## src/hw/rtl/kcs_pkg.sv

```systemverilog
// Shared types, codes and helper functions for the tape pulse modulator.
// Used by kcs_pulse_len, kcs_core and kcs_tape_pulse_modulator_top; no dependencies.
package kcs_pkg;

    // Command codes carried in the func field.
    localparam logic [1:0] FN_TICK    = 2'd0;
    localparam logic [1:0] FN_BYTE    = 2'd1;
    localparam logic [1:0] FN_PILOT   = 2'd2;
    localparam logic [1:0] FN_SILENCE = 2'd3;

    // Configuration register indexes.
    localparam logic [2:0] CFG_PILOT_TSTATES = 3'd0;
    localparam logic [2:0] CFG_ONE_TSTATES   = 3'd1;
    localparam logic [2:0] CFG_ZERO_TSTATES  = 3'd2;
    localparam logic [2:0] CFG_BIT_FORMAT    = 3'd3;
    localparam logic [2:0] CFG_BYTE_FORMAT   = 3'd4;

    // Reset values of the configuration registers.
    localparam logic [15:0] PILOT_TSTATES_RST = 16'd729;
    localparam logic [15:0] ONE_TSTATES_RST   = 16'd729;
    localparam logic [15:0] ZERO_TSTATES_RST  = 16'd1458;
    localparam logic [7:0]  BIT_FORMAT_RST    = 8'd36;
    localparam logic [7:0]  BYTE_FORMAT_RST   = 8'd84;

    localparam logic signed [7:0] LEVEL_POS = 8'sd127;
    localparam logic signed [7:0] LEVEL_NEG = -8'sd127;

    // Samples per second are counted against milliseconds.
    localparam int MS_DIV = 1000;

    // Cycles the pulse length converters need to settle after a register write.
    localparam logic [1:0] SETTLE_CYCLES = 2'd2;

    typedef enum logic [3:0] {
        ST_IDLE    = 4'b0001,
        ST_PILOT   = 4'b0010,
        ST_BYTE    = 4'b0100,
        ST_SILENCE = 4'b1000
    } stage_t;

    typedef struct packed {
        logic        keep_level;
        logic [15:0] count;
        logic [7:0]  data_byte;
        logic [1:0]  func;
    } item_t;

    typedef struct packed {
        logic              accepted;
        logic              busy_res;
        logic signed [7:0] sample;
    } res_t;

    typedef struct packed {
        logic [7:0] bit_format;
        logic [7:0] byte_format;
    } fmt_t;

    // Number of bit slots in one framed byte.
    function automatic logic [3:0] frame_len(input logic [7:0] byte_format);
        frame_len = {2'b00, byte_format[7:6]} + 4'd8 + {2'b00, byte_format[4:3]};
    endfunction

    // Value of one bit slot of a framed byte.
    function automatic logic slot_value(input logic [7:0] byte_format,
                                        input logic [7:0] shift_byte,
                                        input logic [3:0] slot);
        logic [3:0] starts;
        logic [3:0] d;
        logic [2:0] pos;
        starts = {2'b00, byte_format[7:6]};
        d      = slot - starts;
        pos    = byte_format[0] ? (3'd7 - d[2:0]) : d[2:0];
        if (slot < starts) begin
            slot_value = byte_format[5];
        end
        else if (slot < starts + 4'd8) begin
            slot_value = shift_byte[pos];
        end
        else begin
            slot_value = byte_format[2];
        end
    endfunction

    // Pulses per bit from a nibble; zero stands for sixteen.
    function automatic logic [4:0] nibble_pulses(input logic [3:0] nib);
        nibble_pulses = (nib == 4'd0) ? 5'd16 : {1'b0, nib};
    endfunction

endpackage

```

## src/hw/rtl/kcs_pulse_len.sv

```systemverilog
// Converts a pulse length in source clock states to output samples,
// floor(tstates * SAMPLE_RATE / SOURCE_CLOCK) clamped to one, over two stages.
// Depends on kcs_pkg.
module kcs_pulse_len
    import kcs_pkg::*;
#(
    parameter int SAMPLE_RATE  = 96000,
    parameter int SOURCE_CLOCK = 3500000,
    parameter int SW           = 11
)
(
    input  logic          clk,
    input  logic          rst_n,
    input  logic [15:0]   tstates,
    output logic [SW-1:0] samples
);

    // Reciprocal scaled far enough that the rounding error never crosses an integer.
    localparam int SHIFT = 16 + $clog2(SOURCE_CLOCK);
    localparam longint unsigned MULT =
        ((longint'(SAMPLE_RATE) << SHIFT) + longint'(SOURCE_CLOCK) - 1) / SOURCE_CLOCK;
    localparam int KW  = $clog2(MULT + 1);
    localparam int LOW = (KW + 1) / 2;
    localparam int HIW = KW - LOW;
    localparam int PW  = 16 + KW + 1;
    localparam logic [KW-1:0]  K_VEC = KW'(MULT);
    localparam logic [LOW-1:0] K_LO  = K_VEC[LOW-1:0];
    localparam logic [HIW-1:0] K_HI  = K_VEC[KW-1:LOW];

    logic [16+LOW-1:0] p_lo_reg, p_lo_next;
    logic [16+HIW-1:0] p_hi_reg, p_hi_next;
    logic [SW-1:0]     samples_reg, samples_next;
    logic [PW-1:0]     sum;
    logic [PW-1:0]     quot;

    assign p_lo_next = (16+LOW)'(tstates) * (16+LOW)'(K_LO);
    assign p_hi_next = (16+HIW)'(tstates) * (16+HIW)'(K_HI);

    always_comb
    begin
        sum  = ({{(PW-16-HIW){1'b0}}, p_hi_reg} << LOW) + PW'(p_lo_reg);
        quot = sum >> SHIFT;
        samples_next = SW'(quot);
        if (samples_next == '0)
        begin
            samples_next = SW'(1);
        end
    end

    always_ff @(posedge clk or negedge rst_n)
    begin
        if (!rst_n)
        begin
            p_lo_reg    <= '0;
            p_hi_reg    <= '0;
            samples_reg <= '0;
        end
        else
        begin
            p_lo_reg    <= p_lo_next;
            p_hi_reg    <= p_hi_next;
            samples_reg <= samples_next;
        end
    end

    assign samples = samples_reg;

endmodule

```

## src/hw/rtl/kcs_core.sv

```systemverilog
// Waveform state machine: pilot, framed byte and silence sequencing, one item per step.
// Depends on kcs_pkg; pulse lengths come from kcs_pulse_len instances.
module kcs_core
    import kcs_pkg::*;
#(
    parameter int SAMPLE_RATE = 96000,
    parameter int SW          = 11
)
(
    input  logic          clk,
    input  logic          rst_n,
    input  logic          step,
    input  item_t         item,
    input  fmt_t          fmt,
    input  logic [SW-1:0] pilot_len,
    input  logic [SW-1:0] one_len,
    input  logic [SW-1:0] zero_len,
    output res_t          res
);

    // Silence is tracked as SAMPLE_RATE * ms minus MS_DIV per tick.
    localparam longint unsigned SIL_MAX = longint'(SAMPLE_RATE) * 65535;
    localparam int RW = $clog2(SIL_MAX + 1);

    stage_t        stage_reg, stage_next;
    logic          neg_reg, neg_next;
    logic [15:0]   pilot_left_reg, pilot_left_next;
    logic [3:0]    bit_slot_reg, bit_slot_next;
    logic [4:0]    pulses_left_reg, pulses_left_next;
    logic [SW-1:0] samples_left_reg, samples_left_next;
    logic [7:0]    shift_byte_reg, shift_byte_next;
    logic [RW-1:0] silence_reg, silence_next;

    logic [SW-1:0] samples_dec;
    logic [RW-1:0] silence_total;
    logic [3:0]    new_slot;
    logic [7:0]    new_byte;
    logic          new_val;
    logic          new_end;
    logic          cur_val;
    logic          is_tick;

    always_comb
    begin
        is_tick       = (item.func == FN_TICK);
        samples_dec   = samples_left_reg - SW'(1);
        silence_total = RW'(SAMPLE_RATE) * RW'(item.count);
        cur_val       = slot_value(fmt.byte_format, shift_byte_reg, bit_slot_reg);
        // A new bit starts either at slot zero of a queued byte or at the next slot.
        new_slot      = is_tick ? (bit_slot_reg + 4'd1) : 4'd0;
        new_byte      = is_tick ? shift_byte_reg : item.data_byte;
        new_val       = slot_value(fmt.byte_format, new_byte, new_slot);
        new_end       = (new_slot >= frame_len(fmt.byte_format));
    end

    always_comb
    begin
        stage_next        = stage_reg;
        neg_next          = neg_reg;
        pilot_left_next   = pilot_left_reg;
        bit_slot_next     = bit_slot_reg;
        pulses_left_next  = pulses_left_reg;
        samples_left_next = samples_left_reg;
        shift_byte_next   = shift_byte_reg;
        silence_next      = silence_reg;
        res.sample        = 8'sd0;
        res.accepted      = 1'b0;

        if (step)
        begin
            if (is_tick)
            begin
                unique case (stage_reg)
                    ST_SILENCE:
                    begin
                        silence_next = silence_reg - RW'(MS_DIV);
                        if (silence_reg < RW'(2 * MS_DIV))
                        begin
                            stage_next = ST_IDLE;
                        end
                    end
                    ST_PILOT, ST_BYTE:
                    begin
                        res.sample        = neg_reg ? LEVEL_NEG : LEVEL_POS;
                        samples_left_next = samples_dec;
                        if (samples_dec == '0)
                        begin
                            neg_next = ~neg_reg;
                            if (stage_reg == ST_PILOT)
                            begin
                                pilot_left_next   = pilot_left_reg - 16'd1;
                                samples_left_next = pilot_len;
                                if (pilot_left_reg == 16'd1)
                                begin
                                    stage_next = ST_IDLE;
                                end
                            end
                            else if (pulses_left_reg != 5'd1)
                            begin
                                pulses_left_next  = pulses_left_reg - 5'd1;
                                samples_left_next = cur_val ? one_len : zero_len;
                            end
                            else
                            begin
                                bit_slot_next = new_slot;
                                if (new_end)
                                begin
                                    stage_next = ST_IDLE;
                                end
                                else
                                begin
                                    pulses_left_next = new_val
                                        ? nibble_pulses(fmt.bit_format[3:0])
                                        : nibble_pulses(fmt.bit_format[7:4]);
                                    samples_left_next = new_val ? one_len : zero_len;
                                end
                            end
                        end
                    end
                    default:
                    begin
                    end
                endcase
            end
            else if (stage_reg == ST_IDLE)
            begin
                res.accepted = 1'b1;
                unique case (item.func)
                    FN_BYTE:
                    begin
                        // A frame always holds at least the eight data bits.
                        shift_byte_next   = item.data_byte;
                        bit_slot_next     = new_slot;
                        stage_next        = ST_BYTE;
                        pulses_left_next  = new_val ? nibble_pulses(fmt.bit_format[3:0])
                                                    : nibble_pulses(fmt.bit_format[7:4]);
                        samples_left_next = new_val ? one_len : zero_len;
                    end
                    FN_PILOT:
                    begin
                        if (!item.keep_level)
                        begin
                            neg_next = 1'b0;
                        end
                        if (item.count != 16'd0)
                        begin
                            pilot_left_next   = item.count;
                            samples_left_next = pilot_len;
                            stage_next        = ST_PILOT;
                        end
                    end
                    FN_SILENCE:
                    begin
                        if (item.count != 16'd0)
                        begin
                            neg_next     = 1'b0;
                            silence_next = silence_total;
                            if (silence_total >= RW'(MS_DIV))
                            begin
                                stage_next = ST_SILENCE;
                            end
                        end
                    end
                    default:
                    begin
                    end
                endcase
            end
        end

        res.busy_res = (stage_next != ST_IDLE);
    end

    always_ff @(posedge clk or negedge rst_n)
    begin
        if (!rst_n)
        begin
            stage_reg        <= ST_IDLE;
            neg_reg          <= 1'b0;
            pilot_left_reg   <= '0;
            bit_slot_reg     <= '0;
            pulses_left_reg  <= '0;
            samples_left_reg <= '0;
            shift_byte_reg   <= '0;
            silence_reg      <= '0;
        end
        else
        begin
            stage_reg        <= stage_next;
            neg_reg          <= neg_next;
            pilot_left_reg   <= pilot_left_next;
            bit_slot_reg     <= bit_slot_next;
            pulses_left_reg  <= pulses_left_next;
            samples_left_reg <= samples_left_next;
            shift_byte_reg   <= shift_byte_next;
            silence_reg      <= silence_next;
        end
    end

endmodule

```

## src/hw/rtl/kcs_tape_pulse_modulator_top.sv

```systemverilog
// Top level of the tape pulse modulator: configuration registers, input and result
// registers, pulse length converters and the waveform core.
// Depends on kcs_pkg, kcs_pulse_len and kcs_core.
//
//  Channel  Direction  Handshake              Contents
//  s_*      in         s_tvalid / s_tready    one command or tick item
//  m_*      out        m_tvalid / m_tready    one result item per input item
//  cfg_*    in         cfg_we, no wait        register write by index
//
// One item enters per cycle while s_tready is high, via the input register.
// The result register frees as m_tready is seen, so a stall at the output holds the
// input register and then s_tready, without losing or repeating an item.
// s_tready is low after reset, during every register write and after it, while the
// two-stage pulse length converters settle.
// Reset is asynchronous and active low; it restores the register defaults.
module kcs_tape_pulse_modulator_top
    import kcs_pkg::*;
#(
    parameter int SAMPLE_RATE  = 96000,
    parameter int SOURCE_CLOCK = 3500000
)
(
    input  logic        clk,
    input  logic        rst_n,
    input  logic        s_tvalid,
    output logic        s_tready,
    input  logic [23:0] s_tdata,   // data_byte [7:0], count [23:8]
    input  logic [2:0]  s_tuser,   // func [1:0], keep_level [2]
    output logic        m_tvalid,
    input  logic        m_tready,
    output logic [7:0]  m_tdata,   // sample [7:0]
    output logic [1:0]  m_tuser,   // busy_res [0], accepted [1]
    input  logic        cfg_we,
    input  logic [2:0]  cfg_addr,
    input  logic [15:0] cfg_wdata
);

    localparam longint unsigned LEN_MAX =
        (longint'(65535) * longint'(SAMPLE_RATE)) / longint'(SOURCE_CLOCK);
    localparam int SW = (LEN_MAX < 1) ? 1 : $clog2(LEN_MAX + 1);

    logic [15:0] pilot_ts_reg, one_ts_reg, zero_ts_reg;
    fmt_t        fmt_reg;
    logic [1:0]  hold_reg, hold_next;
    logic        in_valid_reg, in_valid_next;
    item_t       in_item_reg;
    logic        out_valid_reg, out_valid_next;
    res_t        out_res_reg;

    logic          advance;
    logic          take;
    item_t         s_item;
    res_t          core_res;
    logic [SW-1:0] pilot_len, one_len, zero_len;

    always_ff @(posedge clk or negedge rst_n)
    begin
        if (!rst_n)
        begin
            pilot_ts_reg        <= PILOT_TSTATES_RST;
            one_ts_reg          <= ONE_TSTATES_RST;
            zero_ts_reg         <= ZERO_TSTATES_RST;
            fmt_reg.bit_format  <= BIT_FORMAT_RST;
            fmt_reg.byte_format <= BYTE_FORMAT_RST;
        end
        else if (cfg_we)
        begin
            unique case (cfg_addr)
                CFG_PILOT_TSTATES: pilot_ts_reg        <= cfg_wdata;
                CFG_ONE_TSTATES:   one_ts_reg          <= cfg_wdata;
                CFG_ZERO_TSTATES:  zero_ts_reg         <= cfg_wdata;
                CFG_BIT_FORMAT:    fmt_reg.bit_format  <= cfg_wdata[7:0];
                CFG_BYTE_FORMAT:   fmt_reg.byte_format <= cfg_wdata[7:0];
                default:
                begin
                end
            endcase
        end
    end

    kcs_pulse_len #(
        .SAMPLE_RATE  (SAMPLE_RATE),
        .SOURCE_CLOCK (SOURCE_CLOCK),
        .SW           (SW)
    ) u_pilot_len (
        .clk     (clk),
        .rst_n   (rst_n),
        .tstates (pilot_ts_reg),
        .samples (pilot_len)
    );

    kcs_pulse_len #(
        .SAMPLE_RATE  (SAMPLE_RATE),
        .SOURCE_CLOCK (SOURCE_CLOCK),
        .SW           (SW)
    ) u_one_len (
        .clk     (clk),
        .rst_n   (rst_n),
        .tstates (one_ts_reg),
        .samples (one_len)
    );

    kcs_pulse_len #(
        .SAMPLE_RATE  (SAMPLE_RATE),
        .SOURCE_CLOCK (SOURCE_CLOCK),
        .SW           (SW)
    ) u_zero_len (
        .clk     (clk),
        .rst_n   (rst_n),
        .tstates (zero_ts_reg),
        .samples (zero_len)
    );

    always_comb
    begin
        s_item.func       = s_tuser[1:0];
        s_item.keep_level = s_tuser[2];
        s_item.data_byte  = s_tdata[7:0];
        s_item.count      = s_tdata[23:8];

        advance  = in_valid_reg && (!out_valid_reg || m_tready);
        s_tready = (!in_valid_reg || advance) && (hold_reg == 2'd0) && !cfg_we;
        take     = s_tvalid && s_tready;

        in_valid_next  = take || (in_valid_reg && !advance);
        out_valid_next = advance || (out_valid_reg && !m_tready);

        if (cfg_we)
        begin
            hold_next = SETTLE_CYCLES;
        end
        else if (hold_reg != 2'd0)
        begin
            hold_next = hold_reg - 2'd1;
        end
        else
        begin
            hold_next = hold_reg;
        end
    end

    kcs_core #(
        .SAMPLE_RATE (SAMPLE_RATE),
        .SW          (SW)
    ) u_core (
        .clk       (clk),
        .rst_n     (rst_n),
        .step      (advance),
        .item      (in_item_reg),
        .fmt       (fmt_reg),
        .pilot_len (pilot_len),
        .one_len   (one_len),
        .zero_len  (zero_len),
        .res       (core_res)
    );

    always_ff @(posedge clk or negedge rst_n)
    begin
        if (!rst_n)
        begin
            hold_reg      <= SETTLE_CYCLES;
            in_valid_reg  <= 1'b0;
            out_valid_reg <= 1'b0;
        end
        else
        begin
            hold_reg      <= hold_next;
            in_valid_reg  <= in_valid_next;
            out_valid_reg <= out_valid_next;
        end
    end

    always_ff @(posedge clk)
    begin
        if (take)
        begin
            in_item_reg <= s_item;
        end
        if (advance)
        begin
            out_res_reg <= core_res;
        end
    end

    assign m_tvalid = out_valid_reg;
    assign m_tdata  = out_res_reg.sample;
    assign m_tuser  = {out_res_reg.accepted, out_res_reg.busy_res};

endmodule

```

## config.mk

```make
export PLATFORM = sky130hd
export DESIGN_NAME = kcs_tape_pulse_modulator_top
export DESIGN_NICKNAME = d
export VERILOG_FILES = /design/src/hw/rtl/kcs_pkg.sv /design/src/hw/rtl/kcs_pulse_len.sv /design/src/hw/rtl/kcs_core.sv /design/src/hw/rtl/kcs_tape_pulse_modulator_top.sv
export SDC_FILE = /design/constraint.sdc
export NUM_CORES = 2
export LEC_CHECK = 0
export BUFFER_PORTS_ARGS = -buffer_cell sky130_fd_sc_hd__buf_2
export CAP_MARGIN = 20
export CORE_MARGIN = 2
export CORE_UTILIZATION = 50
export CTS_BUF_LIST = sky130_fd_sc_hd__clkbuf_4 sky130_fd_sc_hd__clkbuf_8
export DETAILED_ROUTE_END_ITERATION = 6
export GPL_TIMING_DRIVEN = 0
export PLACE_DENSITY_LB_ADDON = 0.3
export SYNTH_ARGS = -nofsm -noshare
export SYNTH_HDL_FRONTEND = slang
export SYNTH_SLANG_ARGS = --single-unit
```

## constraint.sdc

```tcl
create_clock -name clk -period 13.3 [get_ports clk]
set_clock_uncertainty 0.05 [all_clocks]
set_input_delay 2.66 -clock clk [delete_from_list [all_inputs] [get_ports clk]]
set_output_delay 2.66 -clock clk [all_outputs]
set_load 0.02 [all_outputs]
```

==> flow_summary.ini <==
[place]
hpwl_um = 75900
dpl.cell_count = 5201
portBuffers = 61
globalplace.congestion = 0.908

[min_path]
holdCritPathClass = flop to flop
holdCritStartpoint = u_one_len.p_hi_reg[24]
min_delay_path_depth = 1

[detailed_routing]
detailedRoute.firstIterationViolations = 1710
wirelength_um = 94700
via_per_inst = 5.47
drt_drc_violations_left = 0
wl_per_cell_um = 17.7
drt_first_pass_iters = 5
ant_nets = 0
dr_total_vias = 29200

[clock_tree]
ctsResizeCount = 0
tritoncts.num_buffers = 71
cts_max_path_buffers = 3
clock-sinks = 355
cts_htree_levels = 3
cts_hold_buffers = 0
clock-root-buffer = sky130_fd_sc_hd__clkbuf_8
cts_tree = yes
clock_latency_ns = 0.74
clock_transition_at_the_registers_of_the_reported_paths_ns = 0.06
cts.repair_timing.setup_buffer_count = 0

[logic_synthesis]
netlist.area_leader.share = 0.289
synth_area_leader_cell = sky130_fd_sc_hd__ha_1
post_synth.cell_area_avg_um2 = 10.3
synth.cells.most_frequent = 968 x sky130_fd_sc_hd__ha_1, 678 x sky130_fd_sc_hd__inv_1, 374 x sky130_fd_sc_hd__fa_1, 298 x sky130_fd_sc_hd__dfrtp_1, 179 x sky130_fd_sc_hd__nand2_1
synth_sequential_area_ratio = 0.217
synth_seq_cells = 355
synth_enable_flop_cells = 32
yosys_warnings = 0
post-synth-top-count-cell = sky130_fd_sc_hd__ha_1
syn-num-nets = 5448
postSynth.asyncResetShare = 0.910
synth_area_leaders = sky130_fd_sc_hd__ha_1 29%, sky130_fd_sc_hd__fa_1 18%, sky130_fd_sc_hd__dfrtp_1 18%
synth_top_flop_cell = sky130_fd_sc_hd__dfrtp_1
synthDistinctLibCells = 95
synth_area_um2 = 41900
post_synth_inst_count = 4055

[global_route]
first_global_vias = 30000
grt_max_degree = 120
antenna_found_initial = 7
grt_overflow = 0
grt_util_all_layers = 0.228
grt_pass1_wl_um = 156000

[cells_and_area]
area_growth_syn_to_layout_pct = 8.20
largest_register_ff_count = 30
nNetsFinal = 5587
post_route_cells_drive_above_1_share = 0.0762
stdcell_count = 5337

[floorplan]
dieArea_um2 = 86100
start_util = 0.503
row_count = 106
io_pins = 63
die_w_um = 293
die_h_um = 293
core_region_area_um2 = 83300

[worst_setup_path]
critical_path.startpoint_type = flop
reg2reg_depth = 18
crit_fanout = 9
crit_type = flop to flop
crit_path_start = in_item_reg[16]
cp-end-kind = flop
required_worst_endpoint_ns = 13.73
worst-r2r-setup-slack_ns = 6.62
crit_arrival_ns = 7.11
timing.rr.start = in_item_reg[16]

[sta]
min_period_ns = 6.68
drv_slew = 0
setup_violations = 0
finalCritPeriodShare = 0.502
finalHoldViolCount = 0
max_slew_margin = 0.295
worst-slew-pin-transition_ns = 1.05
tns_ns = 0
achievable-frequency_mhz = 150
rsz0062_at_grt = no

[outcome]
outcome = complete, no violations

[flow_run]
cap_viol_max_count = 0
-- cell usage in the layout (no fill, tap or decap), types with 19 or more instances in the layout --
cell type                  instances
sky130_fd_sc_hd__nor3_1           68
sky130_fd_sc_hd__nor4_1           19
sky130_fd_sc_hd__o211ai_1         20
sky130_fd_sc_hd__edfxtp_1         32
sky130_fd_sc_hd__fa_1            374
sky130_fd_sc_hd__and3_1           32
sky130_fd_sc_hd__dfstp_2          25
sky130_fd_sc_hd__o21ai_0         172
sky130_fd_sc_hd__a21o_1           53
sky130_fd_sc_hd__or3_1            25
sky130_fd_sc_hd__xor2_1           53
sky130_fd_sc_hd__buf_2            67
sky130_fd_sc_hd__clkbuf_4         21
sky130_fd_sc_hd__inv_1           678
sky130_fd_sc_hd__mux2i_1          42
sky130_fd_sc_hd__nand4_1          25
sky130_fd_sc_hd__nand3_1          48
sky130_fd_sc_hd__nand2b_1         33
sky130_fd_sc_hd__o21a_1           34
sky130_fd_sc_hd__mux2_2           46
sky130_fd_sc_hd__clkbuf_1         47
sky130_fd_sc_hd__clkbuf_8         83
sky130_fd_sc_hd__nor2_1          165
sky130_fd_sc_hd__xnor2_1         130
sky130_fd_sc_hd__nand2_1         179
sky130_fd_sc_hd__dfrtp_1         298
sky130_fd_sc_hd__a21oi_1         175
sky130_fd_sc_hd__ha_1            968
-- cell type report --
type	count	area, µm²
antenna	5	12.5
sequential	355	9070
clock buffer	104	1300
timing repair buffer	66	430
fill	7246	38000
clock inverter	27	324
tap	1080	1350
buffer	64	293
multi-input combinational	2958	30000
inverter	678	2540
-- kinds of logic (layout without fill, tap and decap cells) --
kind of cell | after synthesis | after routing | share of synthesized area
buffers and inverters | 742 | 939 | 0.0678
adder cells (fa/ha/maj) | 1342 | 1342 | 0.468
multiplexers | 100 | 100 | 0.0283
AND/OR/NAND/NOR | 690 | 690 | 0.0826
XOR/XNOR | 183 | 183 | 0.0383
flip-flops | 355 | 355 | 0.217
other | 0 | 5 | 0
AO/OA/AOI/OAI | 643 | 643 | 0.0981
-- metrics by stage --
step                hold WS (ns)  cell area (µm²)  setup slack (ns)   util
finish                     0.438            45300              6.62  0.544
global route               0.457            45300              6.38  0.544
CTS                        0.443            45300              6.64  0.544
detailed placement         0.434            43700              6.66  0.524
global placement           0.427            43500              3.13  0.523
floorplan                  0.400            41900              7.51      -
-- per-layer routing --
layer | vias up | global-route usage | share of wire
met1 | 14200 | 0.308 | 0.46
met2 | 603 | 0.373 | 0.46
met3 | 168 | 0.0419 | 0.053
li1 | 14200 | - | -
met5 | - | 0 | 0.00024
met4 | 4 | 0.0702 | 0.028
-- worst max-delay path, stage by stage, from the launching register on --
cell and delay, ns:
sky130_fd_sc_hd__edfxtp_1 0.63, sky130_fd_sc_hd__fa_1 0.62, sky130_fd_sc_hd__inv_1 0.05, sky130_fd_sc_hd__fa_1 0.49, sky130_fd_sc_hd__inv_1 0.05, sky130_fd_sc_hd__fa_1 0.47, sky130_fd_sc_hd__inv_1 0.05, sky130_fd_sc_hd__fa_1 0.53
sky130_fd_sc_hd__inv_1 0.05, sky130_fd_sc_hd__ha_1 0.36, sky130_fd_sc_hd__a21oi_2 0.24, sky130_fd_sc_hd__o2bb2ai_1 0.15, sky130_fd_sc_hd__o41ai_2 0.43, sky130_fd_sc_hd__a211oi_2 0.17, sky130_fd_sc_hd__o41ai_1 0.59, sky130_fd_sc_hd__mux2_1 0.40
sky130_fd_sc_hd__nand4bb_1 0.27, sky130_fd_sc_hd__or4_1 0.58, sky130_fd_sc_hd__a21o_1 0.23
-- path summary, 6_finish.rpt --
| path | to |
|---|---|
| max | m_tuser[0] |
| min | u_one_len.samples[3] |
| max reg2reg | m_tuser[0] |
| min reg2reg | u_one_len.samples[3] |
| max in group asynchronous | one_ts_reg[3] |
| min in group asynchronous | u_core.pilot_left_reg[5] |
Power is not shown: default switching activity piles up to over one toggle a cycle in this logic, so the estimate is an artifact.
